**config.mk**
```make
export PLATFORM = sky130hd
export DESIGN_NAME = cdq_seq
export DESIGN_NICKNAME = d
export VERILOG_FILES = /design/src/hw/rtl/cdq_pkg.sv /design/src/hw/rtl/cdq_seq.sv
export SDC_FILE = /design/constraint.sdc
export NUM_CORES = 1
export LEC_CHECK = 0
export BUFFER_PORTS_ARGS = -buffer_cell sky130_fd_sc_hd__buf_2
export CAP_MARGIN = 20
export CORE_MARGIN = 4
export CORE_UTILIZATION = 59
export CTS_CLUSTER_SIZE = 14
export DETAILED_ROUTE_END_ITERATION = 10
export GPL_ROUTABILITY_DRIVEN = 0
export PLACE_DENSITY = 0.9
export SLEW_MARGIN = 10
export SYNTH_ARGS = -nofsm -noshare
export SYNTH_HDL_FRONTEND = slang
export SYNTH_SLANG_ARGS = --single-unit
```
**constraint.sdc**
```tcl
create_clock -name clk -period 9.7 [get_ports clk]
set_input_delay 0.485 -clock clk [delete_from_list [all_inputs] [get_ports clk]]
set_output_delay 0.485 -clock clk [all_outputs]
set_load 0.02 [all_outputs]
```
**src/hw/rtl/cdq_pkg.sv**
```systemverilog
// Shared constants, codes and types for the circular deque core.
// Used by cdq_seq and circular_deque_with_resize_core.
package cdq_pkg;

	localparam int MAX_CAP = 1024;
	localparam int DATA_W  = 32;
	localparam int ADDR_W  = $clog2(MAX_CAP);
	localparam int CNT_W   = ADDR_W + 1;
	localparam int MIN_CAP = 2;

	localparam logic [2:0] OP_PUSH_BACK  = 3'd0;
	localparam logic [2:0] OP_PUSH_FRONT = 3'd1;
	localparam logic [2:0] OP_POP_BACK   = 3'd2;
	localparam logic [2:0] OP_POP_FRONT  = 3'd3;
	localparam logic [2:0] OP_READ       = 3'd4;
	localparam logic [2:0] OP_WRITE      = 3'd5;
	localparam logic [2:0] OP_SEARCH     = 3'd6;
	localparam logic [2:0] OP_CLEAR      = 3'd7;

	localparam logic [2:0] ST_OK       = 3'd0;
	localparam logic [2:0] ST_RANGE    = 3'd1;
	localparam logic [2:0] ST_FULL     = 3'd2;
	localparam logic [2:0] ST_NOTFOUND = 3'd3;
	localparam logic [2:0] ST_EMPTY    = 3'd4;

	typedef struct packed {
		logic              we;
		logic [ADDR_W-1:0] waddr;
		logic [DATA_W-1:0] wdata;
		logic [ADDR_W-1:0] raddr;
	} mem_req_t;

	typedef struct packed {
		logic [2:0]        status;
		logic [DATA_W-1:0] read_data;
		logic [ADDR_W-1:0] found_position;
		logic [CNT_W-1:0]  count_now;
		logic [CNT_W-1:0]  capacity_now;
	} res_t;

endpackage

```
**src/hw/rtl/cdq_seq.sv**
```systemverilog
// Sequencer of the circular deque: ring state, slot address unit and the
// step loops for search, resize and clearing. Depends on cdq_pkg.
module cdq_seq import cdq_pkg::*; (
	input  logic              clk,
	input  logic              arst_n,
	input  logic              in_valid,
	output logic              in_stall,
	input  logic [2:0]        opcode,
	input  logic [ADDR_W-1:0] position,
	input  logic [DATA_W-1:0] value,
	output logic              res_valid,
	input  logic              res_ready,
	output res_t              res,
	output mem_req_t          st_req,
	input  logic [DATA_W-1:0] st_rdata,
	output mem_req_t          scr_req,
	input  logic [DATA_W-1:0] scr_rdata
);

	localparam logic [3:0] S_CLR    = 4'd0;
	localparam logic [3:0] S_IDLE   = 4'd1;
	localparam logic [3:0] S_RD     = 4'd2;
	localparam logic [3:0] S_SRCH_A = 4'd3;
	localparam logic [3:0] S_SRCH_B = 4'd4;
	localparam logic [3:0] S_CP_A   = 4'd5;
	localparam logic [3:0] S_CP_B   = 4'd6;
	localparam logic [3:0] S_WB_A   = 4'd7;
	localparam logic [3:0] S_WB_B   = 4'd8;
	localparam logic [3:0] S_PUSH   = 4'd9;
	localparam logic [3:0] S_DONE   = 4'd10;

	logic [3:0]        state_q;
	logic [ADDR_W-1:0] head_q;
	logic [CNT_W-1:0]  count_q;
	logic [CNT_W-1:0]  cap_q;
	logic [CNT_W-1:0]  new_cap_q;
	logic [CNT_W-1:0]  k_q;
	logic [CNT_W-1:0]  lim_q;
	logic              init_q;
	logic [2:0]        op_q;
	logic [DATA_W-1:0] val_q;
	logic [2:0]        status_q;
	logic [DATA_W-1:0] rdata_q;
	logic [ADDR_W-1:0] fpos_q;

	logic [ADDR_W-1:0] mask;
	logic [ADDR_W-1:0] off;
	logic [ADDR_W-1:0] slot;
	logic              accept;
	logic              in_range;
	logic [CNT_W-1:0]  k_inc;
	logic [CNT_W-1:0]  cnt_dec;

	assign accept   = in_valid && !in_stall;
	assign in_stall = (state_q != S_IDLE);
	assign mask     = ADDR_W'(cap_q - CNT_W'(1));
	assign in_range = {1'b0, position} < cap_q;
	assign k_inc    = k_q + CNT_W'(1);
	assign cnt_dec  = count_q - CNT_W'(1);

	// The one slot address unit: head plus a logical offset, wrapped to capacity.
	always_comb begin
		off = k_q[ADDR_W-1:0];
		if (state_q == S_IDLE) begin
			off = (opcode == OP_READ || opcode == OP_WRITE) ? position
			                                                : count_q[ADDR_W-1:0];
		end else if (state_q == S_PUSH) begin
			off = (op_q == OP_PUSH_FRONT) ? '1 : count_q[ADDR_W-1:0];
		end
	end
	assign slot = (head_q + off) & mask;

	always_comb begin
		st_req       = '0;
		st_req.raddr = slot;
		scr_req       = '0;
		scr_req.raddr = k_q[ADDR_W-1:0];
		scr_req.waddr = k_q[ADDR_W-1:0];
		scr_req.wdata = st_rdata;
		scr_req.we    = (state_q == S_CP_B);
		unique case (state_q)
			S_IDLE: begin
				st_req.we    = accept && opcode == OP_WRITE && in_range;
				st_req.waddr = slot;
				st_req.wdata = value;
			end
			S_PUSH: begin
				st_req.we    = 1'b1;
				st_req.waddr = slot;
				st_req.wdata = val_q;
			end
			S_CLR: begin
				st_req.we    = 1'b1;
				st_req.waddr = k_q[ADDR_W-1:0];
			end
			S_WB_B: begin
				st_req.we    = 1'b1;
				st_req.waddr = k_q[ADDR_W-1:0];
				st_req.wdata = (k_q < count_q) ? scr_rdata : '0;
			end
			default: begin
			end
		endcase
	end

	assign res_valid          = (state_q == S_DONE);
	assign res.status         = status_q;
	assign res.read_data      = rdata_q;
	assign res.found_position = fpos_q;
	assign res.count_now      = count_q;
	assign res.capacity_now   = cap_q;

	always_ff @(posedge clk or negedge arst_n) begin
		if (!arst_n) begin
			state_q   <= S_CLR;
			head_q    <= '0;
			count_q   <= '0;
			cap_q     <= CNT_W'(MIN_CAP);
			new_cap_q <= CNT_W'(MIN_CAP);
			k_q       <= '0;
			lim_q     <= CNT_W'(MAX_CAP);
			init_q    <= 1'b1;
		end else begin
			unique case (state_q)
				S_CLR: begin
					k_q <= k_inc;
					if (k_inc == lim_q) begin
						state_q <= init_q ? S_IDLE : S_DONE;
						init_q  <= 1'b0;
					end
				end
				S_IDLE: begin
					if (accept) begin
						op_q     <= opcode;
						val_q    <= value;
						status_q <= ST_OK;
						rdata_q  <= '0;
						fpos_q   <= '0;
						k_q      <= '0;
						state_q  <= S_DONE;
						case (opcode) inside
							OP_PUSH_BACK, OP_PUSH_FRONT: begin
								if (count_q < cap_q) begin
									state_q <= S_PUSH;
								end else if (cap_q == CNT_W'(MAX_CAP)) begin
									status_q <= ST_FULL;
								end else begin
									new_cap_q <= cap_q << 1;
									lim_q     <= cap_q << 1;
									state_q   <= (count_q == '0) ? S_WB_A : S_CP_A;
								end
							end
							OP_POP_BACK, OP_POP_FRONT: begin
								if (count_q == '0) begin
									status_q <= ST_EMPTY;
								end else begin
									count_q <= cnt_dec;
									if (opcode == OP_POP_FRONT) begin
										head_q <= (head_q + ADDR_W'(1)) & mask;
									end
									if (cap_q > CNT_W'(MIN_CAP) && cnt_dec < (cap_q >> 2)) begin
										new_cap_q <= cap_q >> 1;
										lim_q     <= cap_q;
										state_q   <= (cnt_dec == '0) ? S_WB_A : S_CP_A;
									end
								end
							end
							OP_READ: begin
								if (in_range) begin
									state_q <= S_RD;
								end else begin
									status_q <= ST_RANGE;
								end
							end
							OP_WRITE: begin
								if (!in_range) begin
									status_q <= ST_RANGE;
								end
							end
							OP_SEARCH: begin
								if (count_q == '0) begin
									status_q <= ST_NOTFOUND;
								end else begin
									state_q <= S_SRCH_A;
								end
							end
							default: begin
								// Slots at or above the capacity are always zero,
								// so only the current capacity needs sweeping.
								lim_q   <= cap_q;
								head_q  <= '0;
								count_q <= '0;
								cap_q   <= CNT_W'(MIN_CAP);
								state_q <= S_CLR;
							end
						endcase
					end
				end
				S_RD: begin
					rdata_q <= st_rdata;
					state_q <= S_DONE;
				end
				S_SRCH_A: begin
					state_q <= S_SRCH_B;
				end
				S_SRCH_B: begin
					if (st_rdata == val_q) begin
						fpos_q  <= k_q[ADDR_W-1:0];
						state_q <= S_DONE;
					end else if (k_inc == count_q) begin
						status_q <= ST_NOTFOUND;
						state_q  <= S_DONE;
					end else begin
						k_q     <= k_inc;
						state_q <= S_SRCH_A;
					end
				end
				S_CP_A: begin
					state_q <= S_CP_B;
				end
				S_CP_B: begin
					if (k_inc == count_q) begin
						k_q     <= '0;
						state_q <= S_WB_A;
					end else begin
						k_q     <= k_inc;
						state_q <= S_CP_A;
					end
				end
				S_WB_A: begin
					state_q <= S_WB_B;
				end
				S_WB_B: begin
					k_q <= k_inc;
					if (k_inc == lim_q) begin
						cap_q   <= new_cap_q;
						head_q  <= '0;
						state_q <= (op_q == OP_PUSH_BACK || op_q == OP_PUSH_FRONT)
						           ? S_PUSH : S_DONE;
					end else begin
						state_q <= S_WB_A;
					end
				end
				S_PUSH: begin
					count_q <= count_q + CNT_W'(1);
					if (op_q == OP_PUSH_FRONT) begin
						head_q <= slot;
					end
					state_q <= S_DONE;
				end
				S_DONE: begin
					if (res_ready) begin
						state_q <= S_IDLE;
					end
				end
				default: begin
					state_q <= S_IDLE;
				end
			endcase
		end
	end

	a_cap_pow2: assert property (@(posedge clk) disable iff (!arst_n)
		$onehot(cap_q)) else $error("capacity is not a power of two");
	a_count_le_cap: assert property (@(posedge clk) disable iff (!arst_n)
		count_q <= cap_q) else $error("count exceeds capacity");
	a_head_in_cap: assert property (@(posedge clk) disable iff (!arst_n)
		{1'b0, head_q} < cap_q) else $error("head slot beyond capacity");
	a_push_has_room: assert property (@(posedge clk) disable iff (!arst_n)
		state_q == S_PUSH |-> count_q < cap_q) else $error("push without room");

endmodule

```
==> results.md, run 1 <==
* Iter 0 DRT Violations at ~1.6k
* Unrepaired setup endpoints after global routing: false
* P&R area growth vs syn at 15.9%
* Die height at 147 um
* Synth Flop Type: edfxtp_1
* Skew final at 0.0119 ns
* Post-synth EDFFs at 80
* Synthesized area per cell at 9.11 sq um
* CP delay by family, top: simple AND/OR/NAND/NOR gates
* R2r startpoint: state_q[0]$_DFFE_PN0P_
* Vias in the first global route at about 11k
* WP data required at a little over 9 ns
* Final worst path period share at 0.573
* Sequential-to-total area share from yosys stat at 0.366
* Min cycle time layout at 5.56 ns
* CTS tree: yes
* First-pass GRT wire length at 60,200 um
* Pleak at 5.90 nW
* Slew HR at 0.298
* Placed cells at 1,683
* Root buf cell: clkbuf_16
* Setup Buffers After CTS at 0
* Count leader, synth: nand2_1
* Clock Tree Buf Depth at 2
* Pin count of the biggest net entering global routing at 65
* Average wire per standard cell at 22.9 um
* Die area at 0.0215 sq mm
* IO Pins at between 200 and 300
* Row Count at 50
* Non-Filler Instances at ~1.7k
* Post-Syn Instances at 1,247
* Via Count at 11.1k
* CP max stage delay at 0.86 ns
* CTS Buf Count at 17
* # port buffers at 287
* Final count of negative-setup-slack endpoints at 0
* Synth Net Count at 1,416
* R2r endpoint: head_q[9]$_DFFE_PN0P_
* F_max at 180 MHz
* Final Instance Area at 0.0132 sq mm
* DIE WIDTH at 147 um
* Synth area leader: edfxtp_1
* Post-synth top area share at 0.211
* Power per cell area at 310 mW/mm^2
* Worst vdd ir at roughly 0.18 mV
* Post-synth cell types at 80
* Final wirelength at 39,400 um
* Worst Hold Slack at around 0.006 ns
* Asr flop ratio synth at 0.467
* Cell Area, Synth at approximately 0.011 sq mm
* Setup TNS at 0 ns
* GR Overflow Total at 0
* DR DRC count at 0
* Nets at 1,612
* Fin. max-slew vios at 0
* MaxCap Viol Count at 0
* PostCTS Resize Cnt at 0
* DP HPWL at 29,400 um
* Antenna violations before repair at 7
* CTS clock-pin slew for the worst setup and hold paths at 0.07 ns
* Most frequent cell on the critical path: nor2_1
* CP Cell Sequence: buf_4 > or3b_2 > nor2_1 > nand2_1 > o221a_2 > ha_1 > a21o_1 > a211oi_1 > o21ai_0 > a41oi_1 > xnor2_1 > nor3_1 > a21oi_1 > nor2_1 > buf_2
* GR Util All Layers at 0.356
* Area after DPL at 0.0125 sq mm
* Core Util, Final at 0.700
* Final hold violation count at 0
* R2R setup slack at 5.01 ns
* Core Footprint at approximately 0.019 sq mm
* Synth Warn # at 0
* Synth Register Bits at 150
* Startpoint Class: flip-flop
* Crit path buf inv count at 2
* Largest cells by area after synthesis: edfxtp_1 (21%), dfrtp_1 (15%), ha_1 (6.1%), mux2i_1 (4.7%), o21ai_0 (3.8%)
* Status: finished, final reports clean
* Crit-path slowest cell: or3b_2
* Initial core utilization at 0.603
* Crit path DAT at roughly 5.1 ns
* Post-route ant nets at 0
* Max FO, Critical Path at 38
* DR vias/cell at 6.48
* First drt pass iteration count at 8
* Tightest Pin Transition at 1.05 ns
* Worst Hold Class: primary input to async pin
* Hold_buf cts at 0
* Worst setup EP type: primary output
* Top cells by count, synth: nand2_1 (104), nor2_1 (89), o21ai_0 (87), edfxtp_1 (80), dfrtp_1 (66)
* Share of cells above drive strength 1 at 0.262
* Critical path type: flip-flop to primary output
* Worst r2r path cells at 14
* Clk sinks at 150
* Htree depth at 4
* Worst-skew pair later-pin latency at 0.44 ns
[final cells by class]
class                      instances  area, sq um
antenna                            5         12.5
clock buffer                      20          479
timing repair buffer             302         1560
fill                            1372         5660
inverter                          50          188
sequential                       150         4160
clock inverter                    12          120
multi-input combinational        922         6330
tap                              260          325
[routing by layer]
layer / track usage / vias to the layer above / share of wire / routed length (um)
met3: 0.101 / 227 / 0.13 / 5040
met5: 0 / - / 0.00079 / 31
met2: 0.574 / 912 / 0.46 / 18100
met4: 0.215 / 4 / 0.068 / 2660
met1: 0.423 / 5118 / 0.35 / 13600
li1: - / 4884 / - / -
[worst max-delay path by stage]
stage,end,slack [ns],depth (start not counted),start
2_1_floorplan,st_req[48],5.07,16,state_q[3]$_DFFE_PN0P_
3_3_place_gp,st_req[51],4.90,15,state_q[0]$_DFFE_PN0P_
3_5_place_dp,st_req[51],4.73,15,state_q[0]$_DFFE_PN0P_
4_1_cts,st_req[51],4.25,15,state_q[0]$_DFFE_PN0P_
5_1_grt,st_req[51],3.74,15,state_q[0]$_DFFE_PN0P_
6_report,st_req[51],4.14,15,state_q[0]$_DFFE_PN0P_
[logic make-up after synthesis]
group                      synth area share
buffers and inverters                0.0784
xor gates and xnor gates             0.0688
adders and majority gates            0.0623
DFF                                   0.366
AOI/OAI and AO/OA                     0.169
muxes                                0.0695
and+or+nand+nor                       0.186
[worst register-to-register path: cells and delay by family, from the launching register on]
kind / cells / cell delay [ns]
xor+xnor: 1 / 0.18
buf+inv: 1 / 0.31
fa+ha+maj: 1 / 0.27
flops: 1 / 0.36
simple gates: 4 / 1.76
compound gates: 7 / 1.71
[sequential cells by signal, indices dropped and copies added, names as in the netlist]
signal     count
head_q        10
status_q       3
state_q        4
init_q         1
lim_q         11
count_q       11
val_q         32
fpos_q        10
rdata_q       32
op_q           3
k_q           11
new_cap_q     11
cap_q         11
[per-stage QoR]
step / total power, mW / setup WS (ns)
after global placement: 3.24 / 4.90
after CTS: 4.01 / 4.25
after floorplan: 2.65 / 5.07
final: 4.09 / 4.14
after global routing: 4.30 / 3.74
after detailed placement: 3.32 / 4.73
[power breakdown]
part           switching, mW  internal (mW)
clock network          0.304          0.373
logic                   1.51          0.825
registers              0.234          0.843
total                   2.05           2.04
[placed cells by master (no fill, tap or decap), types with 12 or more instances in the layout]
master | synthesis | layout
a21o_1 | 12 | 12
nor4_1 | 19 | 19
a21oi_1 | 61 | 60
inv_1 | 49 | 49
o21ai_0 | 87 | 87
ha_1 | 55 | 55
mux2i_1 | 53 | 53
o22ai_1 | 15 | 15
buf_4 | 54 | 14
nor3_1 | 31 | 30
nand3_1 | 22 | 22
nand3b_1 | 36 | 36
clkbuf_16 | 0 | 19
buf_2 | 11 | 287
nand2_1 | 104 | 104
xnor2_1 | 35 | 35
o31ai_1 | 16 | 16
a31oi_1 | 41 | 41
dfrtp_1 | 66 | 65
edfxtp_1 | 80 | 80
and2_1 | 44 | 44
xor2_1 | 44 | 44
nor2_1 | 89 | 88
No activity file was read; power rests on OpenSTA's default activity.
==> inputs of run 2 (changes only) <==
--- a/config.mk
+++ b/config.mk
@@ -8,11 +8,11 @@
 export BUFFER_PORTS_ARGS = -buffer_cell sky130_fd_sc_hd__buf_2
 export CAP_MARGIN = 20
 export CORE_MARGIN = 4
-export CORE_UTILIZATION = 59
+export CORE_UTILIZATION = 55
 export CTS_CLUSTER_SIZE = 14
 export DETAILED_ROUTE_END_ITERATION = 10
 export GPL_ROUTABILITY_DRIVEN = 0
-export PLACE_DENSITY = 0.9
+export PLACE_DENSITY = 0.85
 export SLEW_MARGIN = 10
 export SYNTH_ARGS = -nofsm -noshare
 export SYNTH_HDL_FRONTEND = slang
==> constraint.sdc (replaced) <==
create_clock -name clk -period 5.4 [get_ports clk]
set_input_delay 0.27 -clock clk [delete_from_list [all_inputs] [get_ports clk]]
set_output_delay 0.27 -clock clk [all_outputs]
set_load 0.02 [all_outputs]
==> run 2 against run 1 <==
Effect of this change:
- combinational power up 82%
- sequential share of layout area down 0.20 points
- non-clock buffer count up 5
- die area up 6.9%
- largest power group unchanged
- sequential cell count unchanged
- count of clock-buffer cells in the layout down 3
- largest cell class unchanged
- critical path type unchanged
- register-to-register slack worse by 4.0 ns
- cell area up 0.63%
==> results.md, run 2 (synthesis results as in run 1) <==
* Pin count of the biggest net entering global routing at 71 (+9.2%)
* Share of cells above drive strength 1 at 0.265 (+0.00252)
* Commonest non-fill, non-tap cell in the layout: buf_2
* Worst-skew pair later-pin latency at 0.43 ns (about the same)
* Most frequent cells in the layout: buf_2 (287), nand2_1 (104), nor2_1 (88), o21ai_0 (87), edfxtp_1 (80)
* Clk sinks at 150 (unchanged)
* Slew HR at 0.207 (-0.0908)
* CTS tree: yes
* Clock Tree Buf Depth at 2 (unchanged)
* Die area at 0.0230 sq mm (+6.9%)
* GRT met1 Usage at 0.395 (-0.0278)
* Htree depth at 4 (unchanged)
* Largest regs: rdata_q: 32 flops, val_q: 32 flops
* Via Count at 11.1k (-0.79%)
* CTS clock-pin slew for the worst setup and hold paths at 0.07 ns (about the same)
* Setup TNS at 0 ns (unchanged)
* Iter 0 DRT Violations at 1,381 (-12%)
* Skew final at 0.0116 ns (-0.000314 ns)
* Final worst path period share at 0.953
* Average wire per standard cell at 22.3 um (-2.7%)
* Unrepaired setup endpoints after global routing: false
* Fin. max-slew vios at 0 (unchanged)
* Pwr Total at 7.38 mW (+81%)
* # port buffers at 287 (unchanged)
* Vias in the first global route at 10.4k (-3.6%)
* DIE WIDTH at 152 um (+3.4%)
* Final hold violation count at 0 (unchanged)
* Initial core utilization at 0.560 (-0.0437)
* Critical path type: flip-flop to primary output
* DR DRC count at 0 (unchanged)
* MaxCap Viol Count at 0 (unchanged)
* Register area at 0.00416 sq mm (unchanged)
* GR Overflow Total at 0 (unchanged)
* Final count of negative-setup-slack endpoints at 0 (unchanged)
* Startpoint Class: flip-flop
* Status: finished, final reports clean
* DR vias/cell at 6.38 (-1.5%)
* Nets at 1,617 (+0.31%)
* Multi-input logic area at 0.00634 sq mm (+0.18%)
* Max FO, Critical Path at 38 (unchanged)
* DP HPWL at 28,800 um (-2.0%)
* Die height at 152 um (+3.4%)
* Core Footprint at 0.0203 sq mm (+7.8%)
* Antenna violations before repair at 3 (-4)
* Tightest Pin Transition at 1.18 ns (+0.127 ns)
* Pleak at 5.92 nW (+0.45%)
* Setup Buffers After CTS at 0 (unchanged)
* Post-route ant nets at 0 (unchanged)
* Worst setup EP type: primary output
* Fillers at 1,606 (+17%)
* IO Pins at 288 (unchanged)
* Grt met3 use at 0.0767 (-0.0247)
* Worst vdd ir at 0.397 mV (+120%)
* Crit path DAT at 4.88 ns (-0.20 ns)
* F_max at 194 MHz
* Row Count at 52 (+4.0%)
* First drt pass iteration count at 6 (-2)
* CTS Buf Count at 17 (unchanged)
* GR Util All Layers at 0.323 (-0.0329)
* Root buf cell: clkbuf_16
* Final wirelength at 38,600 um (-2.0%)
* First-pass GRT wire length at 57,200 um (-5.0%)
* Worst Hold Class: primary input to flip-flop
* WP data required at 5.13 ns (-4.09 ns)
* Top Usage Layer GRT: met2
* Power per cell area at 557 mW/mm^2 (+79%)
* GR Util met2 at 0.534 (-0.0399)
* Min cycle time layout at 5.15 ns
* P&R area growth vs syn at 16.7%
==> run 2: cell count changes in the layout (fill, tap and decap cells not counted), moves of 2 or more <==
cell and change:
buf_4 +4, bufinv_16 +2, clkbuf_16 -2, clkinv_4 +4, diode_2 -3, inv_6 -2
==> run 2: area by class of cell <==
cell class | count | share of cell area
Multi-Input combinational cell | 922 | 0.478
Sequential cell | 150 | 0.314
Timing Repair Buffer | 307 | 0.121
Clock buffer | 17 | 0.0321
Tap cell | 270 | 0.0255
Clock inverter | 15 | 0.0142
Inverter | 50 | 0.0142
Antenna cell | 2 | 0.000378
==> run 2: worst max-delay path, cell delays in order (launching register included) <==
cell	delay, ns
dfrtp_1	0.52
or3b_2	0.89
a311oi_4	0.56
a221oi_1	0.20
ha_1	0.26
inv_1	0.07
fa_1	0.20
nor2b_1	0.05
o21ai_0	0.22
a21boi_0	0.15
o21ai_0	0.29
a21oi_1	0.13
xnor2_1	0.18
o31ai_1	0.34
and2_1	0.18
buf_2	0.18
==> run 2: report_power, final <==
part	internal (mW)	switching, mW	total [mW]
clock network	0.702	0.541	1.24
logic	1.51	2.72	4.23
registers	1.52	0.392	1.91
total	3.73	3.65	7.38
==> run 2: layer usage <==
layer / wire length [um] / vias up
met1: 14000 / 5109
met4: 2290 / 2
li1: - / 4893
met3: 4540 / 205
met2: 17800 / 848
met5: 11 / -
==> run 2: worst paths after layout <==
path                       cells past startpoint                        to              startpoint  slack (ns)
max                                           15                st_req[50]  state_q[2]$_DFFE_PN0P_        0.25
min                                            1        val_q[1]$_DFFE_PP_                value[1]        0.03
max reg2reg                                   14  new_cap_q[7]$_DFFE_PN0P_  count_q[1]$_DFFE_PN0P_        0.98
min reg2reg                                    2        init_q$_DFFE_PN1P_      init_q$_DFFE_PN1P_        0.46
max in group asynchronous                      3    state_q[3]$_DFFE_PN0P_                  arst_n        3.98
min in group asynchronous                      2        init_q$_DFFE_PN1P_                  arst_n        0.44
==> run 2: timing repair <==
item	in CTS	in global routing
gates resized for setup	0	1
hold buffers	1	0
endpoints found under the setup margin	0	2
hold endpoints to repair	1	0
==> run 2: metrics by stage <==
stage               instance area [sq um]   util  setup WS (ns)  cells  hold slack [ns]
floorplan                           11400      -          0.986   1247          -0.0256
global placement                    12600  0.620          0.874   1696            0.335
detailed placement                  12600  0.620          0.763   1697            0.343
CTS                                 13200  0.651          0.295   1730           0.0135
global route                        13300  0.653         0.0157   1732           0.0174
finish                              13300  0.653          0.254   1733           0.0265
